===== src/sv/fvg_pkg.sv =====
`timescale 1ns / 1ps
package fvg_pkg;

    localparam int unsigned SecW   = 32;
    localparam int unsigned SpcW   = 7;
    localparam int unsigned FatW   = 20;
    localparam int unsigned DataW  = 21;
    localparam int unsigned ClustW = 27;
    localparam int unsigned DivW   = 14;
    localparam int unsigned ShW    = 3;
    localparam int unsigned DivSteps = FatW;

    localparam logic [SecW-1:0] MinSectors = 32'd66600;
    localparam logic [SecW-1:0] LimitSpc1  = 32'd532480;
    localparam logic [SecW-1:0] LimitSpc8  = 32'd16777216;
    localparam logic [SecW-1:0] LimitSpc16 = 32'd33554432;
    localparam logic [SecW-1:0] LimitSpc32 = 32'd67108864;
    localparam logic [SecW-1:0] Reserved   = 32'd32;

    typedef struct packed {
        logic             too_small;
        logic [SpcW-1:0]  spc;
        logic [ShW-1:0]   shift;
        logic [SecW-1:0]  sectors;
        logic [DivW-1:0]  divisor;
    } t_ctx;

    typedef struct packed {
        logic [DivW-1:0]  rem;
        logic [FatW-1:0]  word;
    } t_div;

endpackage


===== src/sv/fat32_volume_geometry_unit.sv =====
`timescale 1ns / 1ps
// Pipeline from input transaction to result: cluster-size select, 20 restoring
// divider steps for the FAT size, then layout and cluster count.
// Throughput: one transaction per cycle unless i_stall holds the output; each divider step is one pipeline stage.
// Bubbles collapse: a stage loads whenever it is empty or the next stage moves.
// Reset (synchronous, active low) clears all stage valid bits; no results pending.
module fat32_volume_geometry_unit (
    input  logic                          i_clk,
    input  logic                          i_rst_n,
    input  logic                          i_valid,
    output logic                          o_stall,
    input  logic [fvg_pkg::SecW-1:0]      i_volume_sectors,
    output logic                          o_valid,
    input  logic                          i_stall,
    output logic                          o_too_small,
    output logic [fvg_pkg::SpcW-1:0]      o_sectors_per_cluster,
    output logic [fvg_pkg::FatW-1:0]      o_fat_size_sectors,
    output logic [fvg_pkg::DataW-1:0]     o_data_start_sector,
    output logic [fvg_pkg::ClustW-1:0]    o_data_clusters
);
    import fvg_pkg::*;

    logic               v   [0:DivSteps];
    t_ctx               ctx [0:DivSteps];
    t_div               dv  [0:DivSteps];
    logic               en  [0:DivSteps+1];
    logic               back_valid;

    assign en[DivSteps+1] = !back_valid || !i_stall;

    genvar k;
    generate
        for (k = 0; k <= DivSteps; k++) begin : g_en
            assign en[k] = !v[k] || en[k+1];
        end
    endgenerate

    assign o_stall = !en[0];

    fvg_front u_front (
        .i_clk            (i_clk),
        .i_rst_n          (i_rst_n),
        .i_en             (en[0]),
        .i_valid          (i_valid),
        .i_volume_sectors (i_volume_sectors),
        .o_valid          (v[0]),
        .o_ctx            (ctx[0]),
        .o_div            (dv[0])
    );

    generate
        for (k = 0; k < DivSteps; k++) begin : g_step
            fvg_div_step u_step (
                .i_clk   (i_clk),
                .i_rst_n (i_rst_n),
                .i_en    (en[k+1]),
                .i_valid (v[k]),
                .i_ctx   (ctx[k]),
                .i_div   (dv[k]),
                .o_valid (v[k+1]),
                .o_ctx   (ctx[k+1]),
                .o_div   (dv[k+1])
            );
        end
    endgenerate

    fvg_back u_back (
        .i_clk                 (i_clk),
        .i_rst_n               (i_rst_n),
        .i_en                  (en[DivSteps+1]),
        .i_valid               (v[DivSteps]),
        .i_ctx                 (ctx[DivSteps]),
        .i_div                 (dv[DivSteps]),
        .o_valid               (back_valid),
        .o_too_small           (o_too_small),
        .o_sectors_per_cluster (o_sectors_per_cluster),
        .o_fat_size_sectors    (o_fat_size_sectors),
        .o_data_start_sector   (o_data_start_sector),
        .o_data_clusters       (o_data_clusters)
    );

    assign o_valid = back_valid;

endmodule


===== src/sv/fvg_front.sv =====
`timescale 1ns / 1ps
module fvg_front (
    input  logic                         i_clk,
    input  logic                         i_rst_n,
    input  logic                         i_en,
    input  logic                         i_valid,
    input  logic [fvg_pkg::SecW-1:0]     i_volume_sectors,
    output logic                         o_valid,
    output fvg_pkg::t_ctx                o_ctx,
    output fvg_pkg::t_div                o_div
);
    import fvg_pkg::*;

    t_ctx          n_ctx;
    t_div          n_div;
    logic [32:0]   dividend;
    logic          r_valid;
    t_ctx          r_ctx;
    t_div          r_div;

    always_comb begin
        n_ctx.sectors   = i_volume_sectors;
        n_ctx.too_small = (i_volume_sectors <= MinSectors);
        if (n_ctx.too_small) begin
            n_ctx.spc   = 7'd0;
            n_ctx.shift = 3'd0;
        end else if (i_volume_sectors <= LimitSpc1) begin
            n_ctx.spc   = 7'd1;
            n_ctx.shift = 3'd0;
        end else if (i_volume_sectors <= LimitSpc8) begin
            n_ctx.spc   = 7'd8;
            n_ctx.shift = 3'd3;
        end else if (i_volume_sectors <= LimitSpc16) begin
            n_ctx.spc   = 7'd16;
            n_ctx.shift = 3'd4;
        end else if (i_volume_sectors <= LimitSpc32) begin
            n_ctx.spc   = 7'd32;
            n_ctx.shift = 3'd5;
        end else begin
            n_ctx.spc   = 7'd64;
            n_ctx.shift = 3'd6;
        end
        n_ctx.divisor = {n_ctx.spc, 7'd1};
        if (n_ctx.too_small) begin
            dividend = 33'd0;
        end else begin
            dividend = {1'b0, i_volume_sectors} - {1'b0, Reserved}
                     + {19'd0, n_ctx.spc, 7'd0};
        end
        n_div.rem  = {1'b0, dividend[32:20]};
        n_div.word = dividend[19:0];
    end

    always_ff @(posedge i_clk) begin
        if (!i_rst_n) begin
            r_valid <= 1'b0;
        end else if (i_en) begin
            r_valid <= i_valid;
        end
    end

    always_ff @(posedge i_clk) begin
        if (i_en) begin
            r_ctx <= n_ctx;
            r_div <= n_div;
        end
    end

    assign o_valid = r_valid;
    assign o_ctx   = r_ctx;
    assign o_div   = r_div;

endmodule


===== src/sv/fvg_div_step.sv =====
`timescale 1ns / 1ps
module fvg_div_step (
    input  logic            i_clk,
    input  logic            i_rst_n,
    input  logic            i_en,
    input  logic            i_valid,
    input  fvg_pkg::t_ctx   i_ctx,
    input  fvg_pkg::t_div   i_div,
    output logic            o_valid,
    output fvg_pkg::t_ctx   o_ctx,
    output fvg_pkg::t_div   o_div
);
    import fvg_pkg::*;

    logic [DivW:0]  trial;
    logic           ge;
    logic [DivW:0]  diff;
    t_div           n_div;
    logic           r_valid;
    t_ctx           r_ctx;
    t_div           r_div;

    always_comb begin
        trial      = {i_div.rem, i_div.word[FatW-1]};
        ge         = (trial >= {1'b0, i_ctx.divisor});
        diff       = trial - {1'b0, i_ctx.divisor};
        n_div.rem  = ge ? diff[DivW-1:0] : trial[DivW-1:0];
        n_div.word = {i_div.word[FatW-2:0], ge};
    end

    always_ff @(posedge i_clk) begin
        if (!i_rst_n) begin
            r_valid <= 1'b0;
        end else if (i_en) begin
            r_valid <= i_valid;
        end
    end

    always_ff @(posedge i_clk) begin
        if (i_en) begin
            r_ctx <= i_ctx;
            r_div <= n_div;
        end
    end

    assign o_valid = r_valid;
    assign o_ctx   = r_ctx;
    assign o_div   = r_div;

endmodule


===== src/sv/fvg_back.sv =====
`timescale 1ns / 1ps
module fvg_back (
    input  logic                          i_clk,
    input  logic                          i_rst_n,
    input  logic                          i_en,
    input  logic                          i_valid,
    input  fvg_pkg::t_ctx                 i_ctx,
    input  fvg_pkg::t_div                 i_div,
    output logic                          o_valid,
    output logic                          o_too_small,
    output logic [fvg_pkg::SpcW-1:0]      o_sectors_per_cluster,
    output logic [fvg_pkg::FatW-1:0]      o_fat_size_sectors,
    output logic [fvg_pkg::DataW-1:0]     o_data_start_sector,
    output logic [fvg_pkg::ClustW-1:0]    o_data_clusters
);
    import fvg_pkg::*;

    logic [DataW-1:0]  data;
    logic [SecW-1:0]   rest;
    logic [SecW-1:0]   shifted;
    logic              r_valid;
    logic              r_too_small;
    logic [SpcW-1:0]   r_spc;
    logic [FatW-1:0]   r_fat;
    logic [DataW-1:0]  r_data;
    logic [ClustW-1:0] r_clust;

    always_comb begin
        data    = Reserved[DataW-1:0] + {i_div.word, 1'b0};
        rest    = i_ctx.sectors - {11'd0, data};
        shifted = rest >> i_ctx.shift;
        if (i_ctx.sectors < {11'd0, data}) begin
            shifted = '0;
        end
    end

    always_ff @(posedge i_clk) begin
        if (!i_rst_n) begin
            r_valid <= 1'b0;
        end else if (i_en) begin
            r_valid <= i_valid;
        end
    end

    always_ff @(posedge i_clk) begin
        if (i_en) begin
            r_too_small <= i_ctx.too_small;
            if (i_ctx.too_small) begin
                r_spc   <= '0;
                r_fat   <= '0;
                r_data  <= '0;
                r_clust <= '0;
            end else begin
                r_spc   <= i_ctx.spc;
                r_fat   <= i_div.word;
                r_data  <= data;
                r_clust <= shifted[ClustW-1:0];
            end
        end
    end

    assign o_valid               = r_valid;
    assign o_too_small           = r_too_small;
    assign o_sectors_per_cluster = r_spc;
    assign o_fat_size_sectors    = r_fat;
    assign o_data_start_sector   = r_data;
    assign o_data_clusters       = r_clust;

endmodule

===== config.mk =====
export PLATFORM = sky130hd
export DESIGN_NAME = fat32_volume_geometry_unit
export DESIGN_NICKNAME = d
export VERILOG_FILES = /design/src/sv/fvg_pkg.sv /design/src/sv/fat32_volume_geometry_unit.sv /design/src/sv/fvg_front.sv /design/src/sv/fvg_div_step.sv /design/src/sv/fvg_back.sv
export SDC_FILE = /design/constraint.sdc
export NUM_CORES = 2
export LEC_CHECK = 0
export BUFFER_PORTS_ARGS = -buffer_cell sky130_fd_sc_hd__buf_2
export CAP_MARGIN = 30
export CORE_AREA = 10 10 541 543
export CTS_CLUSTER_DIAMETER = 120
export CTS_CLUSTER_SIZE = 24
export DETAILED_ROUTE_END_ITERATION = 10
export DIE_AREA = 0 0 551 553
export PLACE_DENSITY = 0.38
export SLEW_MARGIN = 40
export SYNTH_ARGS = -nofsm -noshare
export SYNTH_HDL_FRONTEND = slang
export SYNTH_SLANG_ARGS = --single-unit

===== constraint.sdc =====
create_clock -name i_clk -period 9.8 [get_ports i_clk]
set_clock_uncertainty 0.1 [all_clocks]
set_input_delay 0.49 -clock i_clk [delete_from_list [all_inputs] [get_ports i_clk]]
set_output_delay 0.49 -clock i_clk [all_outputs]
set_load 0.02 [all_outputs]

==> metrics <==
area grow syn2layout 12.7%; Critical Path Start Type input port; Post-CTS Setup Repair Bufs 0; quantity of I/O buffers inserted on ports 110; CP Cell Sequence dlygate4sd3_1 -> buf_2 -> or3_1 -> or3_1 -> o211ai_1 -> a221oi_1 -> o21ai_0 -> o41ai_2 -> buf_4 -> or3_1 -> or2_2 -> ha_1 -> inv_1 -> ha_1 -> and3_1 -> a211o_1 -> a31oi_1 -> o32a_1 -> o31ai_1 -> a2111oi_1 -> a21oi_1 -> xnor2_1 -> nor2_1; Mapped Cells 3989; RSZ-0062 raised after global routing false; Hold Crit Start i_rst_n; clock transition at the registers of the reported paths 100 ps; Worst R2R Start g_step[19].u_step.o_div[6]; Crit path max-delay family compound AO/OA/AOI/OAI gates; WL/cell 15.5 um; clk root buf clkbuf_16; top cells by area, synth edfxtp_1 (76%), ha_1 (4.2%), xor2_1 (2.0%); maxcap violations 0; Primary FF master, synth edfxtp_1; Total Wirelength 124 mm; CTS tree done; FMAX 163 MHz; total congestion overflow 0; Post-synth ARST share 0; critical path class in -> reg; Worst IR Drop VDD 0.000125 V; I/O pin total 114; Worst setup endpoint u_front.o_div[31]; first-pass GRT wire length 194 mm; synth unique cells 87; Vias/cell 3.88; Global Route Usage Sum 0.0796; Antenna Nets Post-Route 0; Setup crit end kind register; worst slew pin tran 807 ps; Layout Nets 4445; CTS Buf Count 81; CTS max path bufs 3; Design Area, Final 0.0728 sq mm; Setup TNS Final 0 ps; Iter 0 DRT Violations 1692; CP Depth 23; Critical Path Start i_volume_sectors[13]; Synth Cell Area 0.0646 sq mm; DRC 0; core area 0.282 sq mm; top cell type by total area after synthesis edfxtp_1; Die Area 0.305 sq mm; H-tree Lvls 3; most used cell along the critical path or3_1; DR pass1 iterations 5; CP required 10180 ps; Final period util 0.627; Critical R2R Capture u_back.o_data_clusters[25]; Arr. time, crit path 6520 ps; reg2reg setup slack 4840 ps; syn_area_per_cell 16.2 sq um; reg2reg path depth 15; Yosys Warn Count 0; final setup vio count 0; largest net degree at the start of global routing 77; top-area cell type share of the netlist area 0.757; status finished, final reports clean; Slowest-stage cell, CP a2111oi_1; dpl hpwl 86.8 mm; PwrDens 263 mW/mm^2; DIE WIDTH 551 um; critical path fanouts, max 38; Pleak 0.0262 uW; Clock Sinks 1651; CP bufs+invs 4; share of cells above drive strength 1 0.0712; number of global-route vias before repair 32100; register area share after synthesis 0.764; number of flops mapped to enable cells by yosys 1629; relative slew slack 0.462; Pins Over Slew Limit 0; DP Area 0.0700 sq mm; initial antenna violation count 10; # rows 195; Hold Vio Cnt, Final 0; Yosys reg bits 1651; chip height 553 um; starting density of the core 0.229; Skew-Pair Late Insertion Delay 720 ps; crit-path max cell delay 540 ps; HP Class in -> reg; DR vias 30900; fin crit period 6140 ps; GPL Wtd Cong 0.800
-- synth_stat cells, drive strengths merged, types with 7 or more instances --
cell,number
a2111o,7
a211o,9
a211oi,40
a21boi,9
a21o,39
a21oi,130
a221oi,9
a41oi,8
and2,17
and3,55
buf,27
clkbuf,40
dfxtp,22
edfxtp,1629
ha,218
inv,271
mux2,7
mux2i,45
nand2,210
nand2b,27
nand3,62
nand3b,10
nand4,24
nor2,236
nor2b,49
nor3,73
nor3b,16
nor4,72
o211ai,8
o21a,43
o21ai,124
o21bai,9
o22ai,14
o31ai,28
or3,23
or4,24
xnor2,120
xor2,146
-- flip-flops by register name (all words and copies together) (netlist names) --
| register | flops |
|---|---|
| g_step.u_step.o_ctx | 820 |
| g_step.u_step.o_valid | 20 |
| u_back.o_sectors_per_cluster | 5 |
| u_front.o_ctx | 41 |
| u_back.o_data_clusters | 27 |
| u_back.o_valid | 1 |
| u_front.o_div | 33 |
| u_back.o_fat_size_sectors | 20 |
| u_back.o_data_start_sector | 16 |
| u_front.o_valid | 1 |
| g_step.u_step.o_div | 666 |
| u_back.o_too_small | 1 |
-- power breakdown --
| part | switching, uW | total, uW | internal, uW |
|---|---|---|---|
| combinational | 2830 | 4770 | 1940 |
| sequential | 821 | 10500 | 9710 |
| clock | 2180 | 3840 | 1660 |
| total | 5830 | 19100 | 13300 |
-- cell families after synthesis --
family | Yosys count | synth area share
XOR/XNOR | 266 | 0.0361
multiplexers | 55 | 0.00924
other | 1 | 0.0000581
buffers and inverters | 340 | 0.0206
adder cells (fa/ha/maj) | 220 | 0.0429
AO/OA/AOI/OAI | 533 | 0.0549
AND/OR/NAND/NOR | 923 | 0.0719
flip-flops | 1651 | 0.764
-- routing by layer --
layer	share of wire	track usage
met1	0.48	0.109
met2	0.47	0.131
met3	0.033	0.0143
met4	0.022	0.0188
met5	0	0
-- stage by stage --
step | hold slack, ps | cells | util | power (uW) | worst slack [ps]
finish | 186 | 7972 | 0.258 | 19100 | 3660
detailed placement | 305 | 7813 | 0.249 | 15500 | 3320
global placement | 300 | 7812 | 0.248 | 15500 | 3300
global route | 108 | 7971 | 0.258 | 20500 | 3340
CTS | 60.2 | 7968 | 0.258 | 19500 | 3620
floorplan | 300 | 3991 | - | 14000 | 2770
-- layout by cell type, fill, tap and decap left out, drive strengths merged, types with 72 or more instances in the layout --
master,instances
nor4,72
a21oi,130
inv,272
xnor2,120
xor2,146
nand2,210
edfxtp,1629
buf,149
clkbuf,111
nor3,73
ha,218
nor2,236
o21ai,124
-- worst register-to-register path: cells and delay by family, from the launching register on --
family	cells	cell delay, ps
and+or+nand+nor	8	1860
AOI/OAI and AO/OA	5	1610
DFF	1	480
xor gates and xnor gates	1	400
adders and majority gates	1	320
-- worst min-delay path by stage --
stage	to	depth (start not counted)	slack, ps
after floorplan	g_step[0].u_step.o_ctx[14]	0	300
after global placement	g_step[17].u_step.o_ctx[26]	0	300
after detailed placement	g_step[0].u_step.o_div[11]	0	300
after CTS	g_step[1].u_step.o_valid	2	60
after global routing	g_step[14].u_step.o_valid	2	110
final	g_step[11].u_step.o_valid	2	190
-- what timing repair did --
action	in CTS	in global routing
setup endpoints to repair	0	0
endpoints found under the hold margin	36	0
hold buffers	34	0
resized for setup	0	0
-- area by class of cell --
cell class                 instances  area [sq um]
multi-input combinational       2000         14000
inverter                         272          1020
clock inverter                    10           143
timing repair buffer             183          1300
sequential                      1651         49400
clock buffer                     111          2260
tap                             3743          4680
fill                           28600        209000
antenna                            2          5.00
Note: power is estimated with default switching activity, not from simulation.
